[config.mk]
export PLATFORM = sky130hd
export DESIGN_NAME = range_to_tcam_prefixes
export DESIGN_NICKNAME = d
export VERILOG_FILES = /design/src/rtl/rtpx_pkg.sv /design/src/rtl/rtpx_front.sv /design/src/rtl/rtpx_queue.sv /design/src/rtl/rtpx_back.sv /design/src/rtl/range_to_tcam_prefixes.sv
export SDC_FILE = /design/constraint.sdc
export NUM_CORES = 1
export LEC_CHECK = 0
export ABC_AREA = 0
export BUFFER_PORTS_ARGS = -buffer_cell sky130_fd_sc_hd__buf_2
export CAP_MARGIN = 10
export CORE_UTILIZATION = 50
export CTS_CLUSTER_DIAMETER = 50
export CTS_CLUSTER_SIZE = 40
export DETAILED_ROUTE_END_ITERATION = 7
export PLACE_DENSITY_LB_ADDON = 0.3
export SETUP_SLACK_MARGIN = 0.1
export SKIP_CTS_REPAIR_TIMING = 1
export SLEW_MARGIN = 0
export SYNTH_ARGS = -nofsm -noshare
export SYNTH_HDL_FRONTEND = slang
export SYNTH_SLANG_ARGS = --single-unit
[constraint.sdc]
create_clock -name clock -period 8 [get_ports clock]
set_input_delay 0.4 -clock clock [delete_from_list [all_inputs] [get_ports clock]]
set_output_delay 0.4 -clock clock [all_outputs]
set_load 0.05 [all_outputs]
[src/rtl/rtpx_pkg.sv]
// Package: shared types and constants of the range to prefix expander.
`timescale 1ns / 1ps

package rtpx_pkg;

   localparam int FIELD_WIDTH = 32;
   localparam int INDEX_WIDTH = 6;

   typedef enum logic [1:0] {
      STATUS_OK       = 2'd0,
      STATUS_EMPTY    = 2'd1,
      STATUS_END_ONES = 2'd2,
      STATUS_OVERFLOW = 2'd3
   } status_type;

   typedef enum logic {
      BACK_IDLE,
      BACK_RUN
   } back_state_type;

   typedef struct packed {
      logic full;
      logic empty;
   } queue_flags_type;

endpackage

[src/rtl/rtpx_front.sv]
// Front end: takes range words, classifies them and precomputes run seeds.
`timescale 1ns / 1ps

module rtpx_front #(
   parameter int VALUE_WIDTH = 32
) (
   input  logic                                  clock,
   input  logic                                  reset,
   input  logic                                  start,
   output logic                                  busy,
   input  logic [rtpx_pkg::FIELD_WIDTH-1:0]      req_range_start,
   input  logic [rtpx_pkg::FIELD_WIDTH-1:0]      req_range_end,
   input  rtpx_pkg::queue_flags_type             flags,
   output logic                                  push,
   output logic [4*VALUE_WIDTH+2:0]              push_word
);

   localparam int QW = 4 * VALUE_WIDTH + 3;

   logic [VALUE_WIDTH-1:0]  lo;
   logic [VALUE_WIDTH-1:0]  hi;
   logic [VALUE_WIDTH-1:0]  cp1;
   logic [VALUE_WIDTH:0]    span;
   rtpx_pkg::status_type    kind;
   logic                    accept;

   logic                    valid_ff;
   logic                    valid_in;
   logic [QW-1:0]           word_ff;
   logic [QW-1:0]           word_in;

   assign lo = VALUE_WIDTH'(req_range_start);
   assign hi = VALUE_WIDTH'(req_range_end);

   always_comb begin
      kind = rtpx_pkg::STATUS_OK;
      if ((&hi) && (lo != '0)) begin
         kind = rtpx_pkg::STATUS_END_ONES;
      end else if (lo > hi) begin
         kind = rtpx_pkg::STATUS_EMPTY;
      end
   end

   // cursor + 1 and block budget (cursor - start + 1), one bit wider
   assign cp1  = hi + VALUE_WIDTH'(1);
   assign span = {1'b0, hi} - {1'b0, lo} + (VALUE_WIDTH+1)'(1);

   assign busy   = valid_ff && flags.full;
   assign accept = start && !busy;
   assign push   = valid_ff && !flags.full;

   always_comb begin
      word_in  = accept ? {kind, lo, hi, cp1, span} : word_ff;
      valid_in = accept || (valid_ff && flags.full);
   end

   always_ff @(posedge clock) begin
      if (reset) begin
         valid_ff <= 1'b0;
      end else begin
         valid_ff <= valid_in;
      end
   end

   always_ff @(posedge clock) begin
      word_ff <= word_in;
   end

   assign push_word = word_ff;

endmodule

[src/rtl/rtpx_queue.sv]
// Two-word queue between the front end and the expansion engine.
`timescale 1ns / 1ps

module rtpx_queue #(
   parameter int WIDTH = 131
) (
   input  logic                       clock,
   input  logic                       reset,
   input  logic                       push,
   input  logic [WIDTH-1:0]           push_word,
   input  logic                       pop,
   output logic [WIDTH-1:0]           pop_word,
   output rtpx_pkg::queue_flags_type  flags
);

   localparam int DEPTH = 2;
   localparam int PTR_W = $clog2(DEPTH);
   localparam int CNT_W = $clog2(DEPTH + 1);

   logic [WIDTH-1:0]  slot_ff [DEPTH];
   logic [PTR_W-1:0]  wr_ptr_ff;
   logic [PTR_W-1:0]  wr_ptr_in;
   logic [PTR_W-1:0]  rd_ptr_ff;
   logic [PTR_W-1:0]  rd_ptr_in;
   logic [CNT_W-1:0]  count_ff;
   logic [CNT_W-1:0]  count_in;

   always_comb begin
      wr_ptr_in = wr_ptr_ff;
      rd_ptr_in = rd_ptr_ff;
      if (push) begin
         wr_ptr_in = (wr_ptr_ff == PTR_W'(DEPTH - 1)) ? '0 : wr_ptr_ff + PTR_W'(1);
      end
      if (pop) begin
         rd_ptr_in = (rd_ptr_ff == PTR_W'(DEPTH - 1)) ? '0 : rd_ptr_ff + PTR_W'(1);
      end
      case ({push, pop})
         2'b10:   count_in = count_ff + CNT_W'(1);
         2'b01:   count_in = count_ff - CNT_W'(1);
         default: count_in = count_ff;
      endcase
   end

   always_ff @(posedge clock) begin
      if (reset) begin
         wr_ptr_ff <= '0;
         rd_ptr_ff <= '0;
         count_ff  <= '0;
      end else begin
         wr_ptr_ff <= wr_ptr_in;
         rd_ptr_ff <= rd_ptr_in;
         count_ff  <= count_in;
      end
   end

   always_ff @(posedge clock) begin
      if (push) begin
         slot_ff[wr_ptr_ff] <= push_word;
      end
   end

   assign pop_word    = slot_ff[rd_ptr_ff];
   assign flags.full  = (count_ff == CNT_W'(DEPTH));
   assign flags.empty = (count_ff == '0);

endmodule

[src/rtl/rtpx_back.sv]
// Expansion engine: walks the range downward, one ternary entry per cycle.
`timescale 1ns / 1ps

module rtpx_back #(
   parameter int VALUE_WIDTH = 32,
   parameter int MAX_ENTRIES = 32
) (
   input  logic                                  clock,
   input  logic                                  reset,
   input  logic [4*VALUE_WIDTH+2:0]              pop_word,
   input  rtpx_pkg::queue_flags_type             flags,
   output logic                                  pop,
   output logic                                  rsp_valid,
   output logic [rtpx_pkg::FIELD_WIDTH-1:0]      rsp_pattern,
   output logic [rtpx_pkg::FIELD_WIDTH-1:0]      rsp_care_mask,
   output logic [rtpx_pkg::INDEX_WIDTH-1:0]      rsp_entry_index,
   output logic                                  rsp_entry_valid,
   output logic [1:0]                            rsp_status,
   output logic                                  rsp_last
);

   localparam int VW = VALUE_WIDTH;
   localparam int QW = 4 * VW + 3;
   localparam int CW = $clog2(MAX_ENTRIES + 1);

   rtpx_pkg::status_type     w_status;
   logic [VW-1:0]            w_lo;
   logic [VW-1:0]            w_cur;
   logic [VW-1:0]            w_cp1;
   logic [VW:0]              w_span;

   rtpx_pkg::back_state_type state_ff, state_in;
   logic [VW-1:0]            cur_ff, cur_in;
   logic [VW-1:0]            cp1_ff, cp1_in;
   logic [VW:0]              span_ff, span_in;
   logic [VW-1:0]            lo_ff, lo_in;
   logic [CW-1:0]            count_ff, count_in;

   logic                     rsp_valid_ff, rsp_valid_in;
   logic [rtpx_pkg::FIELD_WIDTH-1:0] rsp_pattern_ff, rsp_pattern_in;
   logic [rtpx_pkg::FIELD_WIDTH-1:0] rsp_mask_ff, rsp_mask_in;
   logic [rtpx_pkg::INDEX_WIDTH-1:0] rsp_index_ff, rsp_index_in;
   logic                     rsp_entry_ff, rsp_entry_in;
   rtpx_pkg::status_type     rsp_status_ff, rsp_status_in;
   logic                     rsp_last_ff, rsp_last_in;

   logic [VW:0]              smear;
   logic [VW-1:0]            ones_run;
   logic [VW-1:0]            fit_mask;
   logic [VW-1:0]            blk_mask;
   logic [VW-1:0]            base;
   logic [VW-1:0]            next_cur;
   logic [VW:0]              next_span;
   logic                     is_last;
   logic [63:0]              base_wide;
   logic [63:0]              mask_wide;

   assign w_status = rtpx_pkg::status_type'(pop_word[QW-1 -: 2]);
   assign w_lo     = pop_word[4*VW : 3*VW+1];
   assign w_cur    = pop_word[3*VW : 2*VW+1];
   assign w_cp1    = pop_word[2*VW : VW+1];
   assign w_span   = pop_word[VW:0];

   // block = min(trailing ones of cursor, floor log2 of budget), both as low masks
   always_comb begin
      smear = span_ff;
      for (int sh = 1; sh <= VW; sh = sh * 2) begin
         smear = smear | (smear >> sh);
      end
   end

   assign ones_run  = cur_ff & ~cp1_ff;
   assign fit_mask  = smear[VW:1];
   assign blk_mask  = ones_run & fit_mask;
   assign base      = cur_ff & ~blk_mask;
   assign is_last   = (base == lo_ff);
   assign next_cur  = base - VW'(1);
   assign next_span = span_ff + {1'b1, ~blk_mask};
   assign base_wide = 64'(base);
   assign mask_wide = 64'(~blk_mask);

   always_comb begin
      state_in       = state_ff;
      cur_in         = cur_ff;
      cp1_in         = cp1_ff;
      span_in        = span_ff;
      lo_in          = lo_ff;
      count_in       = count_ff;
      pop            = 1'b0;
      rsp_valid_in   = 1'b0;
      rsp_pattern_in = rsp_pattern_ff;
      rsp_mask_in    = rsp_mask_ff;
      rsp_index_in   = rsp_index_ff;
      rsp_entry_in   = rsp_entry_ff;
      rsp_status_in  = rsp_status_ff;
      rsp_last_in    = rsp_last_ff;
      case (state_ff)
         rtpx_pkg::BACK_IDLE: begin
            if (!flags.empty) begin
               pop = 1'b1;
               if (w_status != rtpx_pkg::STATUS_OK) begin
                  rsp_valid_in   = 1'b1;
                  rsp_pattern_in = '0;
                  rsp_mask_in    = '0;
                  rsp_index_in   = '0;
                  rsp_entry_in   = 1'b0;
                  rsp_status_in  = w_status;
                  rsp_last_in    = 1'b1;
               end else begin
                  cur_in   = w_cur;
                  cp1_in   = w_cp1;
                  span_in  = w_span;
                  lo_in    = w_lo;
                  count_in = '0;
                  state_in = rtpx_pkg::BACK_RUN;
               end
            end
         end
         rtpx_pkg::BACK_RUN: begin
            rsp_valid_in = 1'b1;
            rsp_index_in = rtpx_pkg::INDEX_WIDTH'(count_ff);
            if (count_ff == CW'(MAX_ENTRIES)) begin
               rsp_pattern_in = '0;
               rsp_mask_in    = '0;
               rsp_entry_in   = 1'b0;
               rsp_status_in  = rtpx_pkg::STATUS_OVERFLOW;
               rsp_last_in    = 1'b1;
               state_in       = rtpx_pkg::BACK_IDLE;
            end else begin
               rsp_pattern_in = base_wide[rtpx_pkg::FIELD_WIDTH-1:0];
               rsp_mask_in    = mask_wide[rtpx_pkg::FIELD_WIDTH-1:0];
               rsp_entry_in   = 1'b1;
               rsp_status_in  = rtpx_pkg::STATUS_OK;
               rsp_last_in    = is_last;
               cur_in         = next_cur;
               cp1_in         = base;
               span_in        = next_span;
               count_in       = count_ff + CW'(1);
               if (is_last) begin
                  state_in = rtpx_pkg::BACK_IDLE;
               end
            end
         end
         default: begin
            state_in = rtpx_pkg::BACK_IDLE;
         end
      endcase
   end

   always_ff @(posedge clock) begin
      if (reset) begin
         state_ff     <= rtpx_pkg::BACK_IDLE;
         rsp_valid_ff <= 1'b0;
      end else begin
         state_ff     <= state_in;
         rsp_valid_ff <= rsp_valid_in;
      end
   end

   always_ff @(posedge clock) begin
      cur_ff         <= cur_in;
      cp1_ff         <= cp1_in;
      span_ff        <= span_in;
      lo_ff          <= lo_in;
      count_ff       <= count_in;
      rsp_pattern_ff <= rsp_pattern_in;
      rsp_mask_ff    <= rsp_mask_in;
      rsp_index_ff   <= rsp_index_in;
      rsp_entry_ff   <= rsp_entry_in;
      rsp_status_ff  <= rsp_status_in;
      rsp_last_ff    <= rsp_last_in;
   end

   assign rsp_valid       = rsp_valid_ff;
   assign rsp_pattern     = rsp_pattern_ff;
   assign rsp_care_mask   = rsp_mask_ff;
   assign rsp_entry_index = rsp_index_ff;
   assign rsp_entry_valid = rsp_entry_ff;
   assign rsp_status      = rsp_status_ff;
   assign rsp_last        = rsp_last_ff;

endmodule

[src/rtl/range_to_tcam_prefixes.sv]
// Top level: range to ternary prefix expander (front end, queue, engine).
//
//  channel   direction  handshake                ports
//  request   in         start high, busy low     req_range_start, req_range_end
//  response  out        rsp_valid strobe, 1 cyc  rsp_pattern, rsp_care_mask,
//                                                rsp_entry_index, rsp_entry_valid,
//                                                rsp_status, rsp_last
//
// A request word is registered in the front end, then waits in the two-word
// queue. The engine pops it and issues one response word per cycle after that,
// and pops the next word only once the run is over; a status-only answer is a
// single word.
// busy rises only when the front-end register and the queue are both full.
// Reset is synchronous and clears the valid flags, queue pointers and engine
// state; the response side has no stall and sees every word once.
`timescale 1ns / 1ps

module range_to_tcam_prefixes #(
   parameter int MAX_ENTRIES = 32,
   parameter int VALUE_WIDTH = 32
) (
   input  logic                                  clock,
   input  logic                                  reset,
   input  logic                                  start,
   output logic                                  busy,
   input  logic [rtpx_pkg::FIELD_WIDTH-1:0]      req_range_start,
   input  logic [rtpx_pkg::FIELD_WIDTH-1:0]      req_range_end,
   output logic                                  rsp_valid,
   output logic [rtpx_pkg::FIELD_WIDTH-1:0]      rsp_pattern,
   output logic [rtpx_pkg::FIELD_WIDTH-1:0]      rsp_care_mask,
   output logic [rtpx_pkg::INDEX_WIDTH-1:0]      rsp_entry_index,
   output logic                                  rsp_entry_valid,
   output logic [1:0]                            rsp_status,
   output logic                                  rsp_last
);

   // queue word: status, start, cursor, cursor + 1, budget (one bit wider)
   localparam int QW = 4 * VALUE_WIDTH + 3;

   logic                       push;
   logic [QW-1:0]              push_word;
   logic                       pop;
   logic [QW-1:0]              pop_word;
   rtpx_pkg::queue_flags_type  flags;

   // classification and seed arithmetic
   rtpx_front #(
      .VALUE_WIDTH (VALUE_WIDTH)
   ) u_front (
      .clock           (clock),
      .reset           (reset),
      .start           (start),
      .busy            (busy),
      .req_range_start (req_range_start),
      .req_range_end   (req_range_end),
      .flags           (flags),
      .push            (push),
      .push_word       (push_word)
   );

   // decouples the front end from a long run in the engine
   rtpx_queue #(
      .WIDTH (QW)
   ) u_queue (
      .clock     (clock),
      .reset     (reset),
      .push      (push),
      .push_word (push_word),
      .pop       (pop),
      .pop_word  (pop_word),
      .flags     (flags)
   );

   // one entry per cycle: trailing-ones mask ANDed with the budget mask
   rtpx_back #(
      .VALUE_WIDTH (VALUE_WIDTH),
      .MAX_ENTRIES (MAX_ENTRIES)
   ) u_back (
      .clock           (clock),
      .reset           (reset),
      .pop_word        (pop_word),
      .flags           (flags),
      .pop             (pop),
      .rsp_valid       (rsp_valid),
      .rsp_pattern     (rsp_pattern),
      .rsp_care_mask   (rsp_care_mask),
      .rsp_entry_index (rsp_entry_index),
      .rsp_entry_valid (rsp_entry_valid),
      .rsp_status      (rsp_status),
      .rsp_last        (rsp_last)
   );

endmodule

# Word level (Yosys, flattened, before mapping)
# Memories as Yosys holds them, arrays and structs flattened. A register that Yosys moved wholly into a read port is not among the register bits.
# Index checks and enable logic that the tools add are counted.
# word_totals
reg_bits,347
latchBits,0
ram_bits,262
romBits,0
inputBits,67
output_inout_bits,76
wordCells,125
mem_count,1
# mem_list
name,words,word_bits,rd,rd_clocked_by_memory_dff,write_ports,line_no,rtl
u_queue.slot_ff,2,131,1,1,1,rtpx_queue.sv:20,logic [WIDTH-1:0] slot_ff [DEPTH];
# classes
n_addsub,10
n_mul,0
n_div,0
magnitude_cmp,1
eq_ne,9
n_shift,0
mux,55
bitwise,15
n_reduce_logical,15
# ops
operator,n
$mux 32,10
$pmux 32 s2,4
$mux 33,3
$and 32x32->32,3
$not 32->32,3
$pmux 33 s2,1
$add 33x1->33 const B,1
$add 33x33->33,1
$or 33x1->33,1
$or 33x17->33,1
$or 33x25->33,1
$or 33x29->33,1
$or 33x31->33,1
$or 33x32->33,1
$sub 32x32->33,1
$add 32x1->32 const B,1
$eq 32x32->1,1
$gt 32x32->1,1
$reduce_and 32->1,1
$reduce_bool 32->1,1
$sub 32x1->32 const B,1
$mux 6,5
$pmux 6 s2,2
$mux 1,21
20 further kinds,38

# Depth between registers and ports, before layout
# logic_depth
ltp_word,13
mapped_depth,18
mapped_depth_nobuf,16

# Modules after synthesis
# A second synthesis with hierarchy kept.
# hier_totals
cells_unflattened,2198
hier_area_um2,29613.4
# by_module_without_submodules
mod,instances,cells_each,area_each_um2,seq_area_each_um2
rtpx_back,1,1156,12318.1,6316.1
rtpx_queue,1,430,9723.1,7967.6
rtpx_front,1,612,7572.3,3953.8

# Least setup slack after synthesis
# OpenSTA, ideal clock, no wires.
# synth_timing
path_type,reg2reg
from,register u_queue.count_ff[0]
to,"register u_front.word_ff[0], in the netlist u_front.push_word[0] (enable)"
setup_time_ns,0.635
t_arrival_ns,6.526
setup_slack_ns,0.838
stages_incl_launch_ff,4
path_cell_list,dfxtp_1 > nand2b_1 > nor2_1 > nor2b_1
# synth_between
elab_chain_cells,4
# synth_rtl
element,line_no,rtl
"start, declared",rtpx_queue.sv:25,logic [CNT_W-1:0] count_ff;
"start signal, assigned",rtpx_queue.sv:52,count_ff <= count_in;
$eq 2x2->1,rtpx_queue.sv:63,assign flags.full = (count_ff == CNT_W'(DEPTH));
$logic_and 1x1->1,rtpx_front.sv:48,assign busy = valid_ff && flags.full;
named net busy,range_to_tcam_prefixes.sv:25,"output logic busy,"
$logic_not 1->1,rtpx_front.sv:49,assign accept = start && !busy;
$logic_and 1x1->1,rtpx_front.sv:49,
named net u_front.accept,rtpx_front.sv:25,logic accept;
"end signal, assigned",rtpx_front.sv:66,word_ff <= word_in;
"end, declared",rtpx_front.sv:29,logic [QW-1:0] word_ff;
# The timed path passes the listed nets, and every way through them passes these cells.
# A chain may end at the register's enable or synchronous reset.

# Worst setup path after layout
# layout_timing
from,register u_back.span_ff[32]
to,register u_back.span_ff[24] (data pin)
# layout_between
elab_chain_cells,11
# layout_rtl
element,line_no,rtl
"start, declared",rtpx_back.sv:35,"logic [VW:0] span_ff, span_in;"
"start signal, assigned",rtpx_back.sv:163,span_ff <= span_in;
$or 33x32->33,rtpx_back.sv:68,smear = smear | (smear >> sh);
$or 33x31->33,rtpx_back.sv:68,
$or 33x29->33,rtpx_back.sv:68,
$or 33x25->33,rtpx_back.sv:68,
$or 33x17->33,rtpx_back.sv:68,
$or 33x1->33,rtpx_back.sv:68,
$and 32x32->32,rtpx_back.sv:74,assign blk_mask = ones_run & fit_mask;
$not 32->32,rtpx_back.sv:78,"assign next_span = span_ff + {1'b1, ~blk_mask};"
$add 33x33->33,rtpx_back.sv:78,
$mux 33,rtpx_back.sv:122,if (count_ff == CW'(MAX_ENTRIES)) begin
$pmux 33 s2,rtpx_back.sv:97,case (state_ff)
named net u_back.span_in[24],rtpx_back.sv:35,
# The timed path passes the listed nets, and every way through them passes these cells. The select of a mux whose other input is x is not followed.

==> impl_metrics.env <==
export IMPL_postPlaceCellArea_um2=30000
export IMPL_yosys_warnings=0
export IMPL_holdWs_ps=-1.65
export IMPL_rsz0062_at_grt="no"
export IMPL_violations="hold timing"
export IMPL_arrival_ps=6250
export IMPL_layout_common_cells="602 x edfxtp_1, 154 x a21oi_1, 142 x buf_2"
export IMPL_globalRouteTotalUtil_pct=24.3
export IMPL_dp_hpwl_mm=51.7
export IMPL_drive_above_1_share_pct=13.5
export IMPL_via_count=17900
export IMPL_drt_iter0_drc=1809
export IMPL_crit_fanout=10
export IMPL_period_minus_slack_ps=5920
export IMPL_design_area_um2=31800
export IMPL_path_cells="nor4_4, nand4_1, nor3_1, a21oi_1, nand2_1, ha_1, o21ai_0, o21ai_1, a2111oi_1, o21ai_1, buf_4, o311a_1, or4b_1, a31oi_1, xor2_1, o21ai_1"
export IMPL_slew_viol_final=0
export IMPL_worstMarginPinSlew_ps=1040
export IMPL_clock_sinks=610
export IMPL_synth_avg_cell_area_um2=13.4
export IMPL_seq_area_um2=18200
export IMPL_synth_nets=2331
export IMPL_cts_tree="yes"
export IMPL_clk_latency_ps=620
export IMPL_cpPeakStageDelay_ps=770
export IMPL_finalSetupViolCount=0
export IMPL_antenna_cells=0
export IMPL_path_buf_inv=1
export IMPL_clk_path_buf_depth=3
export IMPL_layout_commonest_cell="edfxtp_1"
export IMPL_synth_edf_count=602
export IMPL_ioPinCount=143
export IMPL_start_util_pct=50.6
export IMPL_drv_cap=0
export IMPL_wire_per_inst_um=22.8
export IMPL_grt_max_degree=96
export IMPL_syn_inst=2130
export IMPL_synth_seq_cells=610
export IMPL_skew_ps=46.9
export IMPL_status="finished with violations"
export IMPL_place_congestion=0.973
export IMPL_syn_area_um2=28500
export IMPL_critPathTopFamily="simple AND/OR/NAND/NOR gates"
export IMPL_timing_final_crit_share_pct=74.0
export IMPL_cp_required_ps=8330
export IMPL_grt_pass1_vias=16800
export IMPL_timing_slew_headroom_pct=30.7
export IMPL_ys_seq_area_share_pct=64.1
export IMPL_fp_dieW_um=241
export IMPL_holdCritPathClass="in2reg"
export IMPL_drc=0
export IMPL_synthDistinctLibCells=87
export IMPL_max_freq_mhz=169
export IMPL_fp_dieArea_um2=57900
export IMPL_grt_overflow_total=0
export IMPL_ant_nets=0
export IMPL_crit_path_end_kind="flip-flop"
export IMPL_crit_top_cell="o21ai_1"
export IMPL_die_y_um=241
export IMPL_finalSetupTns_ps=0
export IMPL_final_nets=2481
export IMPL_cts_root_buffer="clkbuf_16"
export IMPL_grt_pass1_wl_mm=104
export IMPL_p_leak_nw=11.5
export IMPL_antenna_found_initial=0
export IMPL_crit_path_start_kind="flip-flop"
export IMPL_vias_per_cell=5.82
export IMPL_ys_async_sr_fraction_pct=0
export IMPL_syn2layout_area_growth_pct=11.7
export IMPL_peakVddDrop_mv=0.213
export IMPL_path_class="reg2reg"
export IMPL_numCtsBuffers=47
export IMPL_hold_viol_final=1
export IMPL_power_density_nw_per_um2=328
export IMPL_multiInputGateArea_um2=9620
export IMPL_row_count=87
export IMPL_placeableCoreArea_um2=56300
export IMPL_dr_pass1_iters=8
export IMPL_htreeDepth=2
export IMPL_port_buffers=142
export IMPL_synthFlopType="edfxtp_1"
export IMPL_drt_total_wl_mm=70.2
export IMPL_cp_slowest_cell="nor3_1"
export IMPL_path_clk_slew_ps=90
export IMPL_fill_cells=4510
area by class of cell:
| type | instances | share of cell area (%) |
|---|---|---|
| sequential | 610 | 57.4 |
| inverter | 102 | 1.21 |
| tap | 756 | 2.98 |
| timing repair buffer | 162 | 2.73 |
| clock inverter | 38 | 1.64 |
| clock buffer | 49 | 3.76 |
| multi-input combinational | 1357 | 30.3 |
state kept, by name (all words and copies together) (netlist names), 32 cells and up, named ones only:
register / cells
u_back.cp1_ff: 32
u_back.cur_ff: 32
u_back.lo_ff: 32
u_back.rsp_care_mask: 32
u_back.rsp_pattern: 32
u_back.span_ff: 33
u_front.push_word: 131
u_queue.slot_ff: 262
path summary, 6_finish.rpt:
path                                                to  depth (start not counted)  slack (ps)                  start
worst max-delay path                u_back.span_ff[24]                         16        2080     u_back.span_ff[32]
worst min-delay path                  u_front.valid_ff                          3          -2                  start
worst max register to register      u_back.span_ff[24]                         16        2080     u_back.span_ff[32]
worst min register to register  u_queue.slot_ff[0][87]                          0         440  u_front.push_word[87]
metal layers:
layer  wire length [um]  part of all wire [%]  global-route usage [%]
met5                  0                     0                       0
met2              30300                    43                    35.4
met4               2030                   2.9                    7.78
met3               4530                   6.5                    3.10
met1              33300                    48                    37.5
report_power, final:
| part | internal [mW] | leakage [nW] | total, mW | switching (mW) |
|---|---|---|---|---|
| sequential | 4.29 | 5.71 | 4.64 | 0.348 |
| combinational | 0.994 | 4.96 | 3.24 | 2.24 |
| clock | 1.24 | 0.823 | 2.55 | 1.31 |
cell usage after synthesis (all sizes together), types with 7 or more instances:
master / number / area share [%]
edfxtp: 602 / 64
a21oi: 154 / 2.7
ha: 132 / 5.8
nand2: 118 / 1.6
inv: 101 / 1.3
o21ai: 100 / 1.8
xnor2: 94 / 2.9
nor2: 83 / 1.1
nor2b: 72 / 1.6
a211oi: 59 / 1.6
a21o: 44 / 1.2
nand3: 44 / 0.77
clkbuf: 43 / 0.57
mux2i: 42 / 1.5
mux2: 38 / 1.5
nor4: 33 / 0.90
xor2: 32 / 0.98
nor3: 31 / 0.55
and3: 29 / 0.64
and2: 28 / 0.62
nand4: 28 / 0.62
nand2b: 27 / 0.59
a31oi: 20 / 0.44
buf: 18 / 0.32
o21a: 13 / 0.34
o21bai: 10 / 0.26
or3: 9 / 0.20
dfxtp: 8 / 0.56
o211ai: 8 / 0.21
o22ai: 7 / 0.15
worst register-to-register path: cells and delay by family, from the launching register on:
family | cells | cell delay, ps
and+or+nand+nor | 5 | 2270
AOI/OAI and AO/OA | 8 | 2180
DFF | 1 | 530
adders and majority gates | 1 | 300
xor gates and xnor gates | 1 | 200
buffers and inverters | 1 | 190
cells by family (layout without fill, tap and decap cells):
logic type,Yosys count,count (layout),share of synthesized area (%)
compound gates,476,476,10.6
flops,610,610,64.1
fa+ha+maj,134,134,5.94
buf+inv,163,351,2.23
mux,80,80,2.98
simple gates,541,541,10.3
xor+xnor,126,126,3.88
through the flow:
stage,utilization [%],worst slack [ps],cells,power [mW]
floorplan,-,838,2130,6.95
global placement,53.4,2150,2985,7.87
detailed placement,53.4,2070,2985,7.91
CTS,56.4,2020,3072,10.4
global route,56.5,1690,3074,10.9
finish,56.5,2080,3074,10.4
(Power assumes the default switching activity.)
